File: src/rtl/core/b64lw_pkg.sv
`default_nettype none

package b64lw_pkg;

  localparam int JOB_BYTES = 6;

  localparam logic [7:0] CHAR_CR    = 8'h0D;
  localparam logic [7:0] CHAR_LF    = 8'h0A;
  localparam logic [7:0] CHAR_TAB   = 8'h09;
  localparam logic [7:0] CHAR_SPACE = 8'h20;
  localparam logic [7:0] CHAR_PAD   = 8'h3D;
  localparam logic [7:0] CHAR_PLUS  = 8'h2B;
  localparam logic [7:0] CHAR_SLASH = 8'h2F;

  localparam logic [9:0] MIN_LINE_LENGTH = 10'd4;

  localparam logic DIR_ENCODE = 1'b0;
  localparam logic DIR_DECODE = 1'b1;

  localparam logic REG_DIRECTION   = 1'b0;
  localparam logic REG_LINE_LENGTH = 1'b1;

  typedef logic [0:JOB_BYTES-1][7:0] job_bytes_t;

  // One queued job: the result bytes of one input group, in output order.
  typedef struct packed {
    job_bytes_t  bytes;
    logic [2:0]  count;
    logic        status;
  } job_t;

  function automatic logic [7:0] enc_char(input logic [5:0] v);
    logic [7:0] w;
    w = {2'b00, v};
    if (v < 6'd26) begin
      return w + 8'd65;
    end else if (v < 6'd52) begin
      return w + 8'd71;
    end else if (v < 6'd62) begin
      return w - 8'd4;
    end else if (v == 6'd62) begin
      return CHAR_PLUS;
    end else begin
      return CHAR_SLASH;
    end
  endfunction

  function automatic logic [5:0] dec_value(input logic [7:0] ch);
    if (ch >= 8'h41 && ch <= 8'h5A) begin
      return 6'(ch - 8'h41);
    end else if (ch >= 8'h61 && ch <= 8'h7A) begin
      return 6'(ch - 8'h47);
    end else if (ch >= 8'h30 && ch <= 8'h39) begin
      return 6'(ch + 8'h04);
    end else if (ch == CHAR_PLUS) begin
      return 6'd62;
    end else if (ch == CHAR_SLASH) begin
      return 6'd63;
    end else begin
      return 6'd0;
    end
  endfunction

endpackage

`default_nettype wire

File: src/rtl/core/b64lw_front.sv
`default_nettype none

module b64lw_front (
  input  wire logic          clk,
  input  wire logic          rst,
  input  wire logic          push,
  input  wire logic [7:0]    data_value,
  input  wire logic          end_of_data,
  input  wire logic          cfg_valid,
  input  wire logic          cfg_index,
  input  wire logic [9:0]    cfg_data,
  input  wire logic          queue_full,
  output b64lw_pkg::job_t    job,
  output logic               job_valid
);

  logic        direction;
  logic [9:0]  line_length;
  logic [23:0] group_bits, group_bits_next;
  logic [1:0]  group_fill, group_fill_next;
  logic [9:0]  line_position, line_position_next;
  logic        pad_seen, pad_seen_next;
  logic [2:0]  pad_count, pad_count_next;

  logic              accept;
  logic [9:0]        len_eff;
  logic [23:0]       merged;
  logic [23:0]       enc_src;
  logic [2:0]        used;
  logic [0:3][7:0]   c;
  logic [10:0]       pos;
  logic [10:0]       rem_full;
  logic [2:0]        rem;
  logic [2:0]        split;
  logic              wrap;
  b64lw_pkg::job_bytes_t enc_bytes;
  logic              is_pad;
  logic              is_space;
  logic [2:0]        pads_new;
  logic [23:0]       dec_bits;
  logic [4:0]        dec_shift;

  assign accept = push && !queue_full;

  always_comb begin
    len_eff = line_length;
    if (line_length != 10'd0 && line_length < b64lw_pkg::MIN_LINE_LENGTH) begin
      len_eff = b64lw_pkg::MIN_LINE_LENGTH;
    end

    merged  = group_bits | ({data_value, 16'h0000} >> {group_fill, 3'b000});
    enc_src = end_of_data ? group_bits : merged;
    used    = end_of_data ? ({1'b0, group_fill} + 3'd1) : 3'd4;
    for (int k = 0; k < 4; k++) begin
      c[3 - k] = b64lw_pkg::enc_char(enc_src[6 * k +: 6]);
    end
    for (int k = 0; k < 4; k++) begin
      if (3'(k) >= used) begin
        c[k] = b64lw_pkg::CHAR_PAD;
      end
    end

    pos      = {1'b0, line_position} + 11'd4;
    wrap     = (len_eff != 10'd0) && (pos >= {1'b0, len_eff});
    rem_full = pos - {1'b0, len_eff};
    rem      = (rem_full > 11'd4) ? 3'd4 : rem_full[2:0];
    split    = 3'd4 - rem;

    if (!wrap) begin
      enc_bytes = '{c[0], c[1], c[2], c[3], 8'h00, 8'h00};
    end else begin
      unique case (split)
        3'd0:    enc_bytes = '{b64lw_pkg::CHAR_CR, b64lw_pkg::CHAR_LF, c[0], c[1], c[2], c[3]};
        3'd1:    enc_bytes = '{c[0], b64lw_pkg::CHAR_CR, b64lw_pkg::CHAR_LF, c[1], c[2], c[3]};
        3'd2:    enc_bytes = '{c[0], c[1], b64lw_pkg::CHAR_CR, b64lw_pkg::CHAR_LF, c[2], c[3]};
        3'd3:    enc_bytes = '{c[0], c[1], c[2], b64lw_pkg::CHAR_CR, b64lw_pkg::CHAR_LF, c[3]};
        default: enc_bytes = '{c[0], c[1], c[2], c[3], b64lw_pkg::CHAR_CR, b64lw_pkg::CHAR_LF};
      endcase
    end

    is_pad    = (data_value == b64lw_pkg::CHAR_PAD);
    is_space  = (data_value == b64lw_pkg::CHAR_SPACE) || (data_value == b64lw_pkg::CHAR_TAB) ||
                (data_value == b64lw_pkg::CHAR_LF) || (data_value == b64lw_pkg::CHAR_CR);
    pads_new  = pad_count + {2'b00, is_pad};
    dec_shift = 5'(group_fill) * 5'd6;
    dec_bits  = is_pad ? group_bits :
                (group_bits | ({b64lw_pkg::dec_value(data_value), 18'h00000} >> dec_shift));
  end

  always_comb begin
    group_bits_next    = group_bits;
    group_fill_next    = group_fill;
    line_position_next = line_position;
    pad_seen_next      = pad_seen;
    pad_count_next     = pad_count;
    job                = '0;
    job_valid          = 1'b0;

    if (accept) begin
      if (direction == b64lw_pkg::DIR_ENCODE) begin
        if (end_of_data || group_fill == 2'd2) begin
          if (!end_of_data || group_fill != 2'd0) begin
            job_valid = 1'b1;
            job.bytes = enc_bytes;
            job.count = wrap ? 3'd6 : 3'd4;
            if (len_eff != 10'd0) begin
              line_position_next = wrap ? {7'd0, rem} : pos[9:0];
            end
          end
          group_bits_next = '0;
          group_fill_next = '0;
          if (end_of_data) begin
            line_position_next = '0;
            pad_seen_next      = 1'b0;
            pad_count_next     = '0;
          end
        end else begin
          group_bits_next = merged;
          group_fill_next = group_fill + 2'd1;
        end
      end else begin
        if (end_of_data) begin
          if (group_fill != 2'd0) begin
            job_valid  = 1'b1;
            job.count  = 3'd1;
            job.status = 1'b1;
          end
          group_bits_next    = '0;
          group_fill_next    = '0;
          line_position_next = '0;
          pad_seen_next      = 1'b0;
          pad_count_next     = '0;
        end else if (!pad_seen && !is_space) begin
          if (group_fill != 2'd3) begin
            group_bits_next = dec_bits;
            group_fill_next = group_fill + 2'd1;
            pad_count_next  = pads_new;
          end else begin
            job.bytes = '{dec_bits[23:16], dec_bits[15:8], dec_bits[7:0], 8'h00, 8'h00, 8'h00};
            job.count = (pads_new >= 3'd3) ? 3'd0 : (3'd3 - pads_new);
            job_valid = (pads_new < 3'd3);
            if (pads_new != 3'd0) begin
              pad_seen_next = 1'b1;
            end
            group_bits_next = '0;
            group_fill_next = '0;
            pad_count_next  = '0;
          end
        end
      end
    end
  end

  always_ff @(posedge clk) begin
    if (rst) begin
      direction     <= b64lw_pkg::DIR_ENCODE;
      line_length   <= '0;
      group_bits    <= '0;
      group_fill    <= '0;
      line_position <= '0;
      pad_seen      <= 1'b0;
      pad_count     <= '0;
    end else if (cfg_valid && cfg_index == b64lw_pkg::REG_DIRECTION) begin
      direction     <= cfg_data[0];
      group_bits    <= '0;
      group_fill    <= '0;
      line_position <= '0;
      pad_seen      <= 1'b0;
      pad_count     <= '0;
    end else begin
      if (cfg_valid && cfg_index == b64lw_pkg::REG_LINE_LENGTH) begin
        line_length <= cfg_data;
      end
      group_bits    <= group_bits_next;
      group_fill    <= group_fill_next;
      line_position <= line_position_next;
      pad_seen      <= pad_seen_next;
      pad_count     <= pad_count_next;
    end
  end

endmodule

`default_nettype wire

File: src/rtl/core/b64lw_queue.sv
`default_nettype none

module b64lw_queue #(
  parameter int DEPTH = 4
) (
  input  wire logic             clk,
  input  wire logic             rst,
  input  wire logic             wr_en,
  input  wire b64lw_pkg::job_t  wr_job,
  output logic                  full,
  input  wire logic             rd_en,
  output b64lw_pkg::job_t       rd_job,
  output logic                  empty
);

  localparam int PTR_W = (DEPTH > 1) ? $clog2(DEPTH) : 1;
  localparam int CNT_W = $clog2(DEPTH + 1);

  b64lw_pkg::job_t slots [DEPTH];
  logic [PTR_W-1:0] wr_ptr, rd_ptr;
  logic [CNT_W-1:0] fill;

  assign full   = (fill == CNT_W'(DEPTH));
  assign empty  = (fill == '0);
  assign rd_job = slots[rd_ptr];

  always_ff @(posedge clk) begin
    if (wr_en) begin
      slots[wr_ptr] <= wr_job;
    end
  end

  always_ff @(posedge clk) begin
    if (rst) begin
      wr_ptr <= '0;
      rd_ptr <= '0;
      fill   <= '0;
    end else begin
      if (wr_en) begin
        wr_ptr <= (wr_ptr == PTR_W'(DEPTH - 1)) ? '0 : wr_ptr + PTR_W'(1);
      end
      if (rd_en) begin
        rd_ptr <= (rd_ptr == PTR_W'(DEPTH - 1)) ? '0 : rd_ptr + PTR_W'(1);
      end
      if (wr_en && !rd_en) begin
        fill <= fill + CNT_W'(1);
      end else if (rd_en && !wr_en) begin
        fill <= fill - CNT_W'(1);
      end
    end
  end

endmodule

`default_nettype wire

File: src/rtl/core/b64lw_back.sv
`default_nettype none

module b64lw_back (
  input  wire logic             clk,
  input  wire logic             rst,
  input  wire b64lw_pkg::job_t  q_job,
  input  wire logic             q_empty,
  output logic                  q_pop,
  input  wire logic             pop,
  output logic                  empty,
  output logic [7:0]            out_value,
  output logic                  status,
  output logic                  last
);

  b64lw_pkg::job_t cur;
  logic            cur_valid;
  logic [2:0]      idx;
  logic            load;

  assign empty     = !cur_valid;
  assign out_value = cur.bytes[idx];
  assign status    = cur.status;
  assign last      = (idx == cur.count - 3'd1);
  assign load      = !cur_valid || (pop && last);
  assign q_pop     = load && !q_empty;

  always_ff @(posedge clk) begin
    if (q_pop) begin
      cur <= q_job;
    end
  end

  always_ff @(posedge clk) begin
    if (rst) begin
      cur_valid <= 1'b0;
      idx       <= '0;
    end else if (load) begin
      cur_valid <= !q_empty;
      idx       <= '0;
    end else if (pop) begin
      idx <= idx + 3'd1;
    end
  end

endmodule

`default_nettype wire

File: src/rtl/core/base64_codec_line_wrap_top.sv
// Path: the job of an accepted request is written into the job queue, then loaded into the
// output-stage register, from which the result ports are driven.
// Throughput: one request per cycle while the job queue has room, and one result per cycle
// from the output stage while jobs are queued; a wrapped encode group of three bytes gives six
// results, so the single result port, not the request side, sets the sustained rate.
// Reset: synchronous; clears registers, group state, the job queue and the output stage.
`default_nettype none

module base64_codec_line_wrap_top #(
  parameter int QUEUE_DEPTH = 4
) (
  input  wire logic        clk,
  input  wire logic        rst,
  input  wire logic        push,
  output logic             full,
  input  wire logic [7:0]  data_value,
  input  wire logic        end_of_data,
  output logic             empty,
  input  wire logic        pop,
  output logic [7:0]       out_value,
  output logic             status,
  output logic             last,
  input  wire logic        cfg_valid,
  output logic             cfg_ready,
  input  wire logic        cfg_index,
  input  wire logic [9:0]  cfg_data
);

  b64lw_pkg::job_t front_job;
  b64lw_pkg::job_t queue_job;
  logic            front_job_valid;
  logic            queue_full;
  logic            queue_empty;
  logic            queue_pop;

  assign cfg_ready = 1'b1;
  assign full      = queue_full;

  b64lw_front u_front (
    .clk         (clk),
    .rst         (rst),
    .push        (push),
    .data_value  (data_value),
    .end_of_data (end_of_data),
    .cfg_valid   (cfg_valid),
    .cfg_index   (cfg_index),
    .cfg_data    (cfg_data),
    .queue_full  (queue_full),
    .job         (front_job),
    .job_valid   (front_job_valid)
  );

  b64lw_queue #(
    .DEPTH (QUEUE_DEPTH)
  ) u_queue (
    .clk    (clk),
    .rst    (rst),
    .wr_en  (front_job_valid),
    .wr_job (front_job),
    .full   (queue_full),
    .rd_en  (queue_pop),
    .rd_job (queue_job),
    .empty  (queue_empty)
  );

  b64lw_back u_back (
    .clk       (clk),
    .rst       (rst),
    .q_job     (queue_job),
    .q_empty   (queue_empty),
    .q_pop     (queue_pop),
    .pop       (pop),
    .empty     (empty),
    .out_value (out_value),
    .status    (status),
    .last      (last)
  );

endmodule

`default_nettype wire
File: config.mk
export PLATFORM = sky130hd
export DESIGN_NAME = base64_codec_line_wrap_top
export DESIGN_NICKNAME = d
export VERILOG_FILES = /design/src/rtl/core/b64lw_pkg.sv /design/src/rtl/core/b64lw_front.sv /design/src/rtl/core/b64lw_queue.sv /design/src/rtl/core/b64lw_back.sv /design/src/rtl/core/base64_codec_line_wrap_top.sv
export SDC_FILE = /design/constraint.sdc
export NUM_CORES = 1
export LEC_CHECK = 0
export ABC_CLOCK_PERIOD_IN_PS = 7400
export BUFFER_PORTS_ARGS = -buffer_cell sky130_fd_sc_hd__buf_2
export CAP_MARGIN = 0
export CORE_MARGIN = 2
export CORE_UTILIZATION = 25
export CTS_CLUSTER_SIZE = 30
export DETAILED_ROUTE_END_ITERATION = 8
export PLACE_DENSITY = 0.49
export SYNTH_ARGS = -nofsm -noshare
export SYNTH_HDL_FRONTEND = slang
export SYNTH_SLANG_ARGS = --single-unit
File: constraint.sdc
create_clock -name clk -period 7.4 [get_ports clk]
set_clock_uncertainty 0.05 [all_clocks]
set_input_delay 1.11 -clock clk [delete_from_list [all_inputs] [get_ports clk]]
set_output_delay 1.11 -clock clk [all_outputs]
set_load 0.03 [all_outputs]
==> results of run 1 <==
metal layers:
metal / routed length, um / track usage [%]
met1: 22640 / 19.36
met2: 22740 / 22.51
met3: 2693 / 2.628
met4: 1131 / 3.861
met5: 0 / 0
area by class of cell:
type,count,area [um2],share of cell area (%)
tap,864,1081,5.676
inverter,58,217.7,1.143
timing repair buffer,60,360.3,1.892
multi-input combinational,964,7226,37.94
sequential,322,9054,47.54
clock buffer,41,898.4,4.717
clock inverter,22,207.7,1.091
per-stage QoR:
step                util [%]  total power, uW  setup slack, ns  instance area (um2)
global route           28.81             5471            1.831                19040
finish                 28.81             5214            2.124                19040
global placement       27.14             3572            1.737                17940
detailed placement     27.14             3579            1.596                17940
CTS                    28.81             5290            2.181                19040
floorplan                  -             3185            1.465                16780
power by group through the flow:
stage / Sequential (uW) / Clock [uW] / Combinational (uW)
4_1_cts: 2290 / 1750 / 1250
6_report: 2290 / 1700 / 1230
2_1_floorplan: 2300 / 0 / 881
3_3_place_gp: 2330 / 0 / 1240
5_1_grt: 2310 / 1810 / 1340
3_5_place_dp: 2330 / 0 / 1250
state kept, by name, indices dropped and copies added (netlist names):
| name | flops |
|---|---|
| u_back.cur_valid | 1 |
| u_front.pad_count | 3 |
| u_queue.fill | 3 |
| u_front.pad_seen | 1 |
| u_back.status | 1 |
| u_front.group_fill | 2 |
| u_front.direction | 1 |
| u_front.group_bits | 24 |
| u_queue.slots | 208 |
| u_queue.rd_ptr | 2 |
| u_front.line_length | 10 |
| u_back.idx | 3 |
| u_front.line_position | 10 |
| u_back.cur | 51 |
| u_queue.wr_ptr | 2 |
cell families (layout without fill, tap and decap cells):
| group | count (synthesis) | after routing | synth area share (%) |
|---|---|---|---|
| other cells | 1 | 1 | 0.02235 |
| simple gates | 391 | 391 | 11.83 |
| fa+ha+maj | 60 | 60 | 4.563 |
| xor+xnor | 31 | 31 | 1.618 |
| buf+inv | 132 | 181 | 3.109 |
| compound gates | 395 | 395 | 15.32 |
| mux | 86 | 86 | 9.619 |
| flops | 322 | 322 | 53.93 |
tightest hold or removal path, delay by kind of cell, from the launching register on:
family | cells | cell delay (ns)
compound gates | 1 | 0.05
flops | 1 | 0.32
simple gates | 1 | 0.06
worst paths after layout:
path                          startpoint                endpoint
setup / recovery           data_value[4]     u_queue.slots[3][4]
hold / removal    u_front.line_length[7]  u_front.line_length[7]
setup reg to reg  u_front.line_length[5]    u_queue.slots[0][26]
hold reg to reg   u_front.line_length[7]  u_front.line_length[7]
cells in the final DEF (no fill, tap or decap), types with 19 or more instances in the layout:
master	count
nand3_1	26
mux4_2	60
o21ai_0	78
inv_1	55
xnor2_1	22
mux2i_1	24
buf_4	24
dfxtp_1	60
nor2_1	109
edfxtp_1	260
nor3_1	32
clkbuf_16	35
a21oi_1	119
nand2b_1	19
nand2_1	82
buf_2	36
o22ai_1	28
ha_1	58
synth_stat cells (all sizes together) (9+ instances only):
| cell type | instances | area share, % |
|---|---|---|
| dfxtp | 62 | 7.4 |
| o221ai | 10 | 0.52 |
| nor2 | 109 | 2.4 |
| xor2 | 9 | 0.47 |
| o22ai | 29 | 1.1 |
| buf | 16 | 0.51 |
| a31oi | 12 | 0.45 |
| and2 | 11 | 0.41 |
| a21o | 17 | 0.76 |
| nand4 | 11 | 0.41 |
| mux2i | 24 | 1.4 |
| nand2 | 82 | 1.8 |
| and3 | 9 | 0.34 |
| a22oi | 10 | 0.45 |
| inv | 56 | 1.3 |
| or3 | 17 | 0.63 |
| ha | 58 | 4.3 |
| o21ai | 86 | 2.7 |
| edfxtp | 260 | 47 |
| xnor2 | 22 | 1.1 |
| nor2b | 18 | 0.67 |
| a211oi | 9 | 0.40 |
| a21oi | 120 | 3.6 |
| clkbuf | 58 | 1.3 |
| nand3 | 26 | 0.78 |
| nor3 | 33 | 1.0 |
| nand2b | 19 | 0.71 |
| o211ai | 18 | 0.81 |
| mux4 | 60 | 8.1 |
==> summary.txt, run 1 <==
Worst path required time = 7.59 ns
Clock share of power = 32.6%
CP Capture Type = flop
Synth cell types = 86
Post-cts sizing count = 0
Final TNS setup = 0 ns
Worst Hold Margin = 0.4335 ns
Total Nets Final = 1526
Ys flop type = edfxtp_1
Syn Std Cell Area = 0.01678 mm2
Width of the die = 263.1 um
FF+latch count, synth = 322
Setup repair bufs after CTS = 0
Fraction of power consumed by sequential logic = 43.9%
Layout cells sized above 1 = 13.84%
Initial antenna violation count = 0
Worst EP arrival = 5.47 ns
CTS Buf Count = 35
Global-route wire length before repair = 74.70 mm
CTS Buffer Depth = 3
Crit path max-delay family = simple AND/OR/NAND/NOR gates
Global route total overflow = 0
Worst slew margin = 30.57%
Hold buffers post-CTS = 0
Comb pwr share = 23.5%
Switch Pwr = 1592 uW
RSZ-0062 raised after global routing = false
FP Rows = 94
Crit path launch type = primary input
Worst path bufs/invs = 2
Non-Filler Instances = 2331
Post-Syn Instances = 1418
PwrDens = 273.8 mW/mm2
Path type of the worst setup path = primary input to flop
CTS root buf = clkbuf_16
Mean routed wirelength per cell = 21.11 um
Die height = 263.1 um
WHS Path Cells = 2
Post-Syn Nets = 1503
GRT Total Usage = 14.04%
Avg Inst Size Synth = 11.83 um2
Initial DRC Count = 1165
Peak Freq = 189.5 MHz
Core area = 0.06610 mm2
Ports = 38
Area Growth Syn to Fin = 13.50%
Seq/Total Area, Yosys = 53.93%
CTS tree = yes
Worst-margin pin slew = 1.038 ns
Final Wtd Congestion = 0.9170
Total wire length = 49.20 mm
Placed Cells = 2268
Starting Density = 25.39%
Cell Int Power = 3622 uW
Outcome = finished, final reports clean
FF-to-FF path depth = 14
Final Hold Vio Count = 0
Crit path cell chain = buf_2, nor4bb_1, and3_1, ha_1, ha_1, xor2_1, nor2_1, nand4_1, a311oi_1, and2_2, buf_4
Minimum clock period = 5.276 ns
Vias = 11950
CP max stage delay = 0.92 ns
Tcrit/Tclk final = 71.30%
Max-cap violations = 0
Worst VDD drop = 0.1541 mV
Final Max Slew Viols = 0
Vias/cell = 5.126
FFs w/ async S/R, synth = 0%
Crit path depth = 11
Critical path's slowest cell = a311oi_1
HP Class = flop to flop
IO Port Bufs = 36
CTS Sinks = 322
Pin count of the biggest net entering global routing = 56
Setup violators final = 0
Crit-path max FO = 29
Fill count = 6829
R2R Setup Slk = 2.41 ns
# DRC = 0
Synth Warn # = 0
Post-synth EDFFs = 260
Worst-Skew Late Latency = 0.57 ns
Most common cell on crit path = ha_1
Post-detailed-placement half-perimeter wirelength = 35.34 mm
Leakage power = 0.006545 uW
H-tree levels = 2
Reg clk slew, reported paths = 0.06 ns
Switch share = 30.53%
Vias in the first global route = 11630
Die ar. = 0.06921 mm2
Ant. Diodes = 0
First-pass DRT Iterations = 5
Antenna-violating nets left = 0
Power figures use the tool's default switching activity.
==> run 2, diff against run 1 <==
Settings changed: ABC_CLOCK_PERIOD_IN_PS 7400 to 4700, PLACE_DENSITY 0.49 to 0.5.
Clock period 7.4 ns to 4.7 ns, I/O delays scaled along.
==> run 2 against run 1 <==
- sequential power is 62% higher
- power rose by 59%
- sequential share of layout area down 1.2 points
- cell count is 2.4% higher
- global-route usage shrank 0.11 points
- die area is the same
- critical path type is now flop to flop
- via count increased by 1.7%
- non-clock buffer count up 53
- wire length down 0.29%
- flip-flop and latch count did not move
- count of clock-buffer cells in the layout up 8
==> summary.txt, run 2 (synthesis gave the netlist of run 1 again) <==
Outcome = finished, final reports clean
Core area = 0.06610 mm2
Global route total overflow = 0
CTS Buffer Depth = 3
CTS root buf = clkbuf_16
CP max stage delay = 0.53 ns
Antenna-violating nets left = 0
Vias in the first global route = 11890
Initial DRC Count = 1022
Metal2 WL = 22.64 mm
Worst path required time = 4.92 ns
Peak Freq = 230.8 MHz
Crit path max-delay family = simple AND/OR/NAND/NOR gates
Die height = 263.1 um
Final TNS setup = 0 ns
Reg with most FFs = u_queue.slots
Final Hold Vio Count = 0
# DRC = 0
H-tree levels = 2
Final Wtd Congestion = 0.9335
Total Nets Final = 1581
Critical path's slowest cell = or3_1
Minimum clock period = 4.334 ns
Die ar. = 0.06921 mm2
Vias = 12150
Post-DP Area = 0.01841 mm2
Leakage power = 0.006826 uW
Finished Core Util = 29.57%
Crit-path max FO = 8
Ant. Diodes = 0
Crit path launch type = flop
Pin count of the biggest net entering global routing = 55
Worst-Skew Late Latency = 0.55 ns
GRT Total Usage = 13.93%
Largest registers = u_queue.slots: 208 flops, u_back.cur: 51 flops, u_front.group_bits: 24 flops
Reg area = 0.009054 mm2
Global-route wire length before repair = 74.48 mm
Post-cts sizing count = 0
Area Growth Syn to Fin = 16.49%
PwrDens = 423.7 mW/mm2
Hold buffers post-CTS = 0
Final Max Slew Viols = 0
First-pass DRT Iterations = 5
Most common cell after layout, fill and taps aside = edfxtp_1
Fill count = 6775
Worst path bufs/invs = 1
Setup violators final = 0
Initial antenna violation count = 0
Post-detailed-placement half-perimeter wirelength = 35.33 mm
Total wire length = 49.05 mm
Worst VDD drop = 0.2909 mV
IO Port Bufs = 36
RSZ-0062 raised after global routing = false
Width of the die = 263.1 um
Most frequent cells in the layout = 260 x edfxtp_1, 119 x a21oi_1, 109 x nor2_1
CTS tree = yes
Setup repair bufs after CTS = 0
Highest metal used = met4
Path type of the worst setup path = flop to flop
Worst EP arrival = 4.56 ns
Worst-margin pin slew = 1.069 ns
HP Class = primary input to flop
Mean routed wirelength per cell = 20.56 um
Metal-1 WL = 22.53 mm
Vias/cell = 5.092
Max-cap violations = 0
Starting Density = 25.39%
Multi-input logic area = 0.007227 mm2
Most common cell on crit path = or3_1
Reg clk slew, reported paths = 0.06 ns
Tcrit/Tclk final = 92.20%
CTS Sinks = 322
Metal3 WL = 2.604 mm
Crit path cell chain = nor4_1, nand2_1, and2_1, ha_1, inv_1, fa_1, a211oi_1, o21a_1, or3_1, a221o_1, or3_1, or3_1, o21a_4, o22ai_1
CTS Buf Count = 37
Worst slew margin = 27.72%
CP Capture Type = flop
Ports = 38
Largest register FFs = 208
Finished Cell Area = 0.01955 mm2
Layout cells sized above 1 = 16.62%
FP Rows = 94
run 2: per-stage QoR:
stage / total power (uW) / instances / worst slack [ns] / hold WS (ns)
after global routing: 8683 / 2386 / 0.03650 / 0.3496
after global placement: 5643 / 2321 / 0.1888 / 0.4147
final: 8282 / 2386 / 0.3664 / 0.3675
after CTS: 8410 / 2386 / 0.3634 / 0.3285
after floorplan: 5001 / 1418 / 0.01026 / 0.3939
after detailed placement: 5662 / 2321 / 0.2138 / 0.4183
run 2: final cells by class:
| cell class | instances | area share (%) |
|---|---|---|
| clock buffers | 49 | 5.076 |
| clock inverters | 16 | 0.7233 |
| inverters | 58 | 1.114 |
| multi-input cells | 964 | 36.97 |
| flip-flops and latches | 322 | 46.32 |
| well taps | 864 | 5.531 |
| repair buffers | 113 | 4.263 |
run 2: worst register-to-register path: stages (launching register included):
cell and delay, ns:
dfxtp_1 0.32, nor4_1 0.30, nand2_1 0.14, and2_1 0.19
ha_1 0.20, inv_1 0.07, fa_1 0.23, a211oi_1 0.11
o21a_1 0.21, or3_1 0.36, a221o_1 0.34, or3_1 0.33
or3_1 0.53, o21a_4 0.32, o22ai_1 0.36
run 2: path summary, 6_finish.rpt:
check / from / end / slack, ns / cells after the start
worst min register to register: u_front.pad_count[2] / u_front.pad_count[2] / 0.43 / 2
worst max register to register: u_front.line_length[5] / u_queue.slots[2][40] / 0.37 / 14
worst min-delay path: cfg_data[8] / u_front.line_length[8] / 0.37 / 3
worst max-delay path: u_front.line_length[5] / u_queue.slots[2][40] / 0.37 / 14
run 2: routing by layer:
layer,GRT usage (%),vias to the layer above
met2,22.34,401
met5,0,-
met3,1.871,65
met4,4.819,0
met1,19.28,6053
li1,-,5631
run 2: power by group:
| group | switching, uW | internal [uW] |
|---|---|---|
| Sequential | 244 | 3470 |
| Combinational | 1080 | 769 |
| Clock | 1120 | 1600 |
| Total | 2440 | 5840 |
